<file path="src/pip_pkg.sv">
// package for the point-in-polygon block: sizes, state encoding, edge unit interface
// no dependencies
package pip_pkg;

  localparam int MAX_VERTICES = 16;
  localparam int COORD_BITS   = 16;
  localparam int VIDX_W       = $clog2(MAX_VERTICES);
  localparam int CNT_W        = $clog2(MAX_VERTICES + 1);
  localparam int CFG_W        = 5;
  localparam int SLOT_W       = 4;
  localparam int DIFF_W       = COORD_BITS + 1;
  localparam int PROD_W       = 2 * DIFF_W;

  localparam logic KIND_WRITE = 1'b0;
  localparam logic KIND_TEST  = 1'b1;

  localparam logic [CFG_W-1:0] VERTEX_COUNT_RST = CFG_W'(4);

  typedef enum logic [2:0] {
    ST_IDLE,
    ST_PRIME,
    ST_WALK,
    ST_DRAIN,
    ST_DONE
  } pip_state_e;

  typedef struct packed {
    logic                  valid;
    logic                  clr;
    logic [COORD_BITS-1:0] cur_x;
    logic [COORD_BITS-1:0] cur_y;
    logic [COORD_BITS-1:0] prev_x;
    logic [COORD_BITS-1:0] prev_y;
    logic [COORD_BITS-1:0] pt_x;
    logic [COORD_BITS-1:0] pt_y;
  } pip_edge_req_t;

  typedef struct packed {
    logic busy;
    logic parity;
  } pip_edge_sts_t;

endpackage

</file>
<file path="src/pip_edge.sv">
// edge crossing unit: differences, exact cross-multiplied compare, parity
// depends on pip_pkg
module pip_edge import pip_pkg::*; (
  input  logic          clk_i,
  input  logic          rst_ni,
  input  pip_edge_req_t req_i,
  output pip_edge_sts_t sts_o
);

  logic                     v1_q, v1_d;
  logic                     v2_q, v2_d;
  logic                     parity_q, parity_d;
  logic                     dypos1_q, dypos2_q;
  logic signed [DIFF_W-1:0] lx_q, dy_q, ry_q, dx_q;
  logic signed [PROD_W-1:0] p1_q, p2_q;

  logic signed [DIFF_W-1:0] x1, y1, x2, y2, px, py;
  logic signed [DIFF_W-1:0] dy, lx, ry, dx;
  logic                     straddle, left;

  assign x1 = DIFF_W'($signed(req_i.cur_x));
  assign y1 = DIFF_W'($signed(req_i.cur_y));
  assign x2 = DIFF_W'($signed(req_i.prev_x));
  assign y2 = DIFF_W'($signed(req_i.prev_y));
  assign px = DIFF_W'($signed(req_i.pt_x));
  assign py = DIFF_W'($signed(req_i.pt_y));

  assign dy = y2 - y1;
  assign lx = px - x1;
  assign ry = py - y1;
  assign dx = x2 - x1;
  assign straddle = (py > y1) != (py > y2);

  assign left = dypos2_q ? (p1_q < p2_q) : (p2_q < p1_q);

  always_comb begin
    v1_d     = req_i.valid & straddle;
    v2_d     = v1_q;
    parity_d = parity_q;
    if (req_i.clr) begin
      parity_d = 1'b0;
    end else if (v2_q && left) begin
      parity_d = ~parity_q;
    end
  end

  always_ff @(posedge clk_i or negedge rst_ni) begin
    if (!rst_ni) begin
      v1_q     <= 1'b0;
      v2_q     <= 1'b0;
      parity_q <= 1'b0;
    end else begin
      v1_q     <= v1_d;
      v2_q     <= v2_d;
      parity_q <= parity_d;
    end
  end

  always_ff @(posedge clk_i) begin
    dypos1_q <= dy > 0;
    lx_q     <= lx;
    dy_q     <= dy;
    ry_q     <= ry;
    dx_q     <= dx;
    dypos2_q <= dypos1_q;
    p1_q     <= lx_q * dy_q;
    p2_q     <= ry_q * dx_q;
  end

  assign sts_o.busy   = v1_q | v2_q;
  assign sts_o.parity = parity_q;

endmodule

</file>
<file path="src/point_in_polygon_ray_cast_top.sv">
// point-in-polygon top: vertex table, edge-walk sequencer, config register
// depends on pip_pkg and pip_edge
// a test walks the edges of the n vertices in use (n = vertex_count, capped at 16): prime,
// walk, drain until the edge unit is idle, then the done strobe; with n = 0 it goes to drain
// busy_o stays high through the strobe, so a new test is only accepted after it; no stall
// a vertex write leaves the block idle; reset sets vertex_count to 4, the table is not cleared
module point_in_polygon_ray_cast_top import pip_pkg::*; (
  input  logic                         clk_i,
  input  logic                         rst_ni,
  input  logic                         start_i,
  output logic                         busy_o,
  input  logic                         kind_i,
  input  logic [SLOT_W-1:0]            vertex_index_i,
  input  logic signed [COORD_BITS-1:0] coord_x_i,
  input  logic signed [COORD_BITS-1:0] coord_y_i,
  output logic                         done_o,
  output logic                         inside_res_o,
  input  logic                         cfg_valid_i,
  output logic                         cfg_ready_o,
  input  logic [CFG_W-1:0]             cfg_data_i
);

  logic [COORD_BITS-1:0] mem_x [MAX_VERTICES];
  logic [COORD_BITS-1:0] mem_y [MAX_VERTICES];

  pip_state_e            state_q, state_d;
  logic [VIDX_W-1:0]     idx_q, idx_d;
  logic [CFG_W-1:0]      vcount_q;
  logic                  rd_prime_q, rd_prime_d;
  logic                  rd_edge_q, rd_edge_d;
  logic [COORD_BITS-1:0] rd_x_q, rd_y_q;
  logic [COORD_BITS-1:0] prev_x_q, prev_y_q;
  logic [COORD_BITS-1:0] pt_x_q, pt_y_q;

  logic [CNT_W-1:0]  n_use, n_last;
  logic [VIDX_W-1:0] rd_addr;
  logic              accept, wr_en, clr;
  pip_edge_req_t     edge_req;
  pip_edge_sts_t     edge_sts;

  assign accept = start_i & ~busy_o;
  assign wr_en  = accept & (kind_i == KIND_WRITE) & (int'(vertex_index_i) < MAX_VERTICES);
  assign n_use  = (int'(vcount_q) > MAX_VERTICES) ? CNT_W'(MAX_VERTICES) : CNT_W'(vcount_q);
  assign n_last = n_use - CNT_W'(1);

  // next state
  always_comb begin
    state_d = state_q;
    unique case (state_q)
      ST_IDLE: begin
        if (accept && kind_i == KIND_TEST) begin
          state_d = (n_use == '0) ? ST_DRAIN : ST_PRIME;
        end
      end
      ST_PRIME: state_d = ST_WALK;
      ST_WALK: begin
        if (CNT_W'(idx_q) == n_last) begin
          state_d = ST_DRAIN;
        end
      end
      ST_DRAIN: begin
        if (!rd_edge_q && !edge_sts.busy) begin
          state_d = ST_DONE;
        end
      end
      ST_DONE: state_d = ST_IDLE;
      default: state_d = ST_IDLE;
    endcase
  end

  // outputs
  always_comb begin
    idx_d      = idx_q;
    rd_prime_d = 1'b0;
    rd_edge_d  = 1'b0;
    rd_addr    = idx_q;
    clr        = 1'b0;
    busy_o     = 1'b1;
    done_o     = 1'b0;
    unique case (state_q)
      ST_IDLE: begin
        busy_o = 1'b0;
        clr    = accept;
      end
      ST_PRIME: begin
        rd_addr    = VIDX_W'(n_last);
        rd_prime_d = 1'b1;
        idx_d      = '0;
      end
      ST_WALK: begin
        rd_edge_d = 1'b1;
        idx_d     = idx_q + VIDX_W'(1);
      end
      ST_DRAIN: ;
      ST_DONE:  done_o = 1'b1;
      default:  ;
    endcase
  end

  assign inside_res_o = edge_sts.parity;
  assign cfg_ready_o  = 1'b1;

  always_ff @(posedge clk_i or negedge rst_ni) begin
    if (!rst_ni) begin
      state_q    <= ST_IDLE;
      idx_q      <= '0;
      rd_prime_q <= 1'b0;
      rd_edge_q  <= 1'b0;
      vcount_q   <= VERTEX_COUNT_RST;
    end else begin
      state_q    <= state_d;
      idx_q      <= idx_d;
      rd_prime_q <= rd_prime_d;
      rd_edge_q  <= rd_edge_d;
      if (cfg_valid_i && cfg_ready_o) begin
        vcount_q <= cfg_data_i;
      end
    end
  end

  // vertex table
  always_ff @(posedge clk_i) begin
    if (wr_en) begin
      mem_x[VIDX_W'(vertex_index_i)] <= coord_x_i;
      mem_y[VIDX_W'(vertex_index_i)] <= coord_y_i;
    end
    rd_x_q <= mem_x[rd_addr];
    rd_y_q <= mem_y[rd_addr];
  end

  always_ff @(posedge clk_i) begin
    if (accept) begin
      pt_x_q <= coord_x_i;
      pt_y_q <= coord_y_i;
    end
    if (rd_prime_q || rd_edge_q) begin
      prev_x_q <= rd_x_q;
      prev_y_q <= rd_y_q;
    end
  end

  assign edge_req.valid  = rd_edge_q;
  assign edge_req.clr    = clr;
  assign edge_req.cur_x  = rd_x_q;
  assign edge_req.cur_y  = rd_y_q;
  assign edge_req.prev_x = prev_x_q;
  assign edge_req.prev_y = prev_y_q;
  assign edge_req.pt_x   = pt_x_q;
  assign edge_req.pt_y   = pt_y_q;

  pip_edge u_edge (
    .clk_i  (clk_i),
    .rst_ni (rst_ni),
    .req_i  (edge_req),
    .sts_o  (edge_sts)
  );

endmodule

</file>
<file path="config.mk">
export PLATFORM = sky130hd
export DESIGN_NAME = point_in_polygon_ray_cast_top
export DESIGN_NICKNAME = d
export VERILOG_FILES = /design/src/pip_pkg.sv /design/src/pip_edge.sv /design/src/point_in_polygon_ray_cast_top.sv
export SDC_FILE = /design/constraint.sdc
export NUM_CORES = 2
export LEC_CHECK = 0
export BUFFER_PORTS_ARGS = -buffer_cell sky130_fd_sc_hd__buf_2
export CORE_MARGIN = 1.5
export CORE_UTILIZATION = 60
export CTS_CLUSTER_DIAMETER = 30
export CTS_CLUSTER_SIZE = 12
export DETAILED_ROUTE_END_ITERATION = 10
export GPL_TIMING_DRIVEN = 0
export PLACE_DENSITY = 0.75
export SYNTH_ARGS = -nofsm -noshare
export SYNTH_HDL_FRONTEND = slang
export SYNTH_SLANG_ARGS = --single-unit
</file>
<file path="constraint.sdc">
create_clock -name clk_i -period 6.83 [get_ports clk_i]
set_clock_uncertainty 0.05 [all_clocks]
set_input_delay 1.366 -clock clk_i [delete_from_list [all_inputs] [get_ports clk_i]]
set_output_delay 1.366 -clock clk_i [all_outputs]
set_load 0.03 [all_outputs]
</file>
==> metrics.md <==
| Metric | Value |
|---|---|
| Starting DRT DRC Count | approximately 2,700 |
| Final Cycle Share | 0.975 |
| EDFF count, synth | between 500 and 600 |
| Routing usage on met3 | 0.0516 |
| Worst hold path class | reg -> reg |
| R2R Setup Slk | approximately 0.17 ns |
| Mean Syn Cell Area | around 13 um2 |
| Clk sinks | approximately 760 |
| Worst hold slack | around 0.28 ns |
| Post-DR wirelength/cell | around 23 um |
| H-tree level count | 4 |
| Worst Path Arrival | 7.17 ns |
| Setup violations, final | 0 |
| Clock latency on the worst-skew pair | ~0.74 ns |
| Crit path buffers/inverters | 4 |
| Worst-case reg-to-reg path depth | 18 |
| Synth top area share | 0.335 |
| Synth Area in Adders | 0.301 |
| Number of global-route vias before repair | approximately 35,000 |
| Worst R2R End | u_edge.p1_q[31] |
| Largest family of logic cells by synthesized area | adder cells |
| Die width | 296 um |
| Met1 usage | 0.382 |
| Top post-synthesis cells by area | edfxtp_1 34%, fa_1 23%, ha_1 7.0% |
| Total of fill cells in the finished design | just under 6,000 |
| #FFs+latches synth | about 760 |
| CP delay by family, top | adder cells |
| Worst EP required | roughly 7.3 ns |
| Outcome | complete, no violations |
| Nets | 5,254 |
| Cell taking the most area after synthesis | edfxtp_1 |
| Critical path class | reg -> reg |
| Register area share after synthesis | 0.409 |
| Beginning of the worst register-to-register path | u_edge.dy_q[2] |
| Crit path time final | approximately 6.7 ns |
| Fin. Hold Viols | 0 |
| Global-route wire length before repair | ~200 mm |
| Cell area after synthesis | about 52,000 um2 |
| Via density | 5.78 |
| CP endpoint kind | flip-flop |
| Top Usage Layer GRT | met2 |
| Area Growth Syn to Fin | 13.9% |
| Fraction of the mapped netlist area in simple logic gates | 0.0924 |
| Remaining Overflow, GRT | 0 |
| Die height | roughly 300 um |
| CTS tree | built |
| CP dominant cell by count | fa_1 |
| Mux share of post-synthesis cell area | 0.0641 |
| Stages on the worst setup path | 18 |
| Register area | between 20,000 and 25,000 um2 |
| CP Capture Point | u_edge.p1_q[31] |
| Port Buffers | between 40 and 50 |
| Area of the multi-input gates | 27,400 um2 |
| RePlAce Congestion | between 0.9 and 1 |
| Max Fclk | 150 MHz |
| Worst-Margin Slew | 1.08 ns |
| Post-detail-place hpwl | around 90 mm |
| Row count | ~110 |
| Floorplan Core Area | ~85,000 um2 |
| Die area | around 88,000 um2 |
| Ys flop type | edfxtp_1 |
| Worst setup path startpoint | u_edge.dy_q[2] |
| Starting density of the core | 0.606 |
| Final core occ | 0.690 |
| Residual DRC count | 0 |
| CTS root buffer | clkbuf_16 |
| Post-synth cell types | 78 |
| Gr usage total | 0.303 |
| Initial antenna violation count | 4 |
| Synth warnings | 0 |
| Post-synthesis instance total | slightly above 4,000 |
| Max_cap viols | 0 |
| Max FO, Critical Path | 10 |
| CP max-delay cell | fa_2 |
| Worst setup SP type | flip-flop |
| Slew Viols, Final | 0 |
| Syn nets | 5,050 |
| ANT nets after route | 0 |
| Drt first pass iters | 5 |
| Pin count of the biggest net entering global routing | 34 |
| IO Count | 50 |
| XOR/XNOR share of the synthesized area | 0.0209 |
| Drt total wl | between 100 and 150 mm |
| Post-synthesis compound-gate area fraction | 0.0500 |
| Clock Tree Buf Depth | 3 |
| Routed vias | about 32,000 |
| Worst path cell trace | clkbuf_4 > nand2_1 > inv_1 > fa_1 > fa_2 > fa_1 > fa_1 > fa_1 > inv_1 > fa_1 > inv_1 > ha_1 > o2111a_1 > o21ai_0 > nand3_1 > a21oi_1 > o21ai_0 > xor2_1 |
| Synth cell count leaders | 723 x inv_1, 596 x fa_1, 576 x edfxtp_1 |
| Clock transition at the registers of the reported paths | ~0.05 ns |
| Crit-path max cell delay | about 0.8 ns |
| Slew HR | 0.274 |
| Fraction of final layout cells with drive strength greater than 1 | 0.131 |
| Post-synth ARST share | 0.0223 |
| Grt met2 use | 0.519 |
| Top-count cell post-synth | inv_1 |
| CTS Buf Count | about 130 |
==> kinds of logic (layout without fill, tap and decap cells) <==
group                      after synthesis  count (layout)
xor gates and xnor gates               123             123
buffers and inverters                  847            1162
AOI/OAI and AO/OA                      395             395
and+or+nand+nor                        937             937
adders and majority gates              884             884
other                                    1               6
muxes                                  170             170
DFF                                    763             763
==> flip-flops by register name, summed over array words and instances, names as in the netlist, 3 cells and up <==
register,flops
idx_q,4
mem_x,256
mem_y,256
prev_x_q,16
prev_y_q,16
pt_x_q,16
pt_y_q,16
rd_x_q,16
rd_y_q,16
state_q,3
u_edge.dx_q,17
u_edge.dy_q,17
u_edge.lx_q,17
u_edge.p1_q,34
u_edge.p2_q,34
u_edge.ry_q,17
vcount_q,5
==> final cells by class <==
cell class	count	share of cell area
multi-input cells	2510	0.466
flip-flops and latches	763	0.360
clock buffers	154	0.0595
inverters	723	0.0462
well taps	1144	0.0243
clock inverters	93	0.0225
repair buffers	75	0.0113
plain buffers	117	0.00968
diodes	5	0.000213
==> routing by layer <==
layer	vias up	wire (um)
li1	14108	-
met1	16381	48100
met2	1443	64200
met3	328	9500
met4	6	5240
met5	-	34
==> cell usage in the layout, fill, tap and decap left out, types with 17 or more instances in the layout <==
master and instances:
dfxtp_2 24, o21a_1 30, a211oi_1 39, fa_1 592
clkbuf_1 42, a21o_1 43, clkbuf_16 134, buf_2 73
nand2b_1 26, nor3_1 30, bufinv_16 17, ha_1 288
clkbuf_2 40, nand4_1 19, nor2_1 100, edfxtp_1 576
xor2_1 32, o21ai_0 54, mux4_2 128, nand3_1 27
inv_1 723, nor2b_1 52, dfxtp_1 146, a21oi_1 131
nand2_1 319, and2_1 292, mux2i_1 36, xnor2_1 91
==> what timing repair did <==
item / in CTS / in global routing
setup buffers: 0 / 2
endpoints found under the setup margin: 12 / 15
gates resized for setup: 26 / 115
pin swaps: 0 / 2
cloned: 0 / 0
hold buffers: 0 / 0
==> worst min path at each step <==
stage | startpoint | end | slack [ns] | cells after the start
after floorplan | u_edge.dypos1_q | u_edge.dypos2_q | 0.26 | 0
after global placement | u_edge.dypos1_q | u_edge.dypos2_q | 0.26 | 0
after detailed placement | u_edge.dypos1_q | u_edge.dypos2_q | 0.27 | 0
after CTS | u_edge.dypos1_q | u_edge.dypos2_q | 0.28 | 0
after global routing | u_edge.dypos1_q | u_edge.dypos2_q | 0.28 | 0
final | u_edge.dypos1_q | u_edge.dypos2_q | 0.28 | 0
==> per-stage QoR <==
step | setup slack [ns] | setup TNS [ns] | cells | cell area (um2)
final | 0.171 | 0 | 5584 | 58800
after global routing | -0.0239 | -0.0239 | 5581 | 58800
after CTS | 0.0211 | 0 | 5579 | 58600
after floorplan | 0.934 | 0 | 4120 | 51600
after global placement | -0.389 | -1.30 | 5312 | 53300
after detailed placement | -0.487 | -1.86 | 5336 | 53800
Power is not shown: default switching activity piles up to over one toggle a cycle in this logic, so the estimate is an artifact.
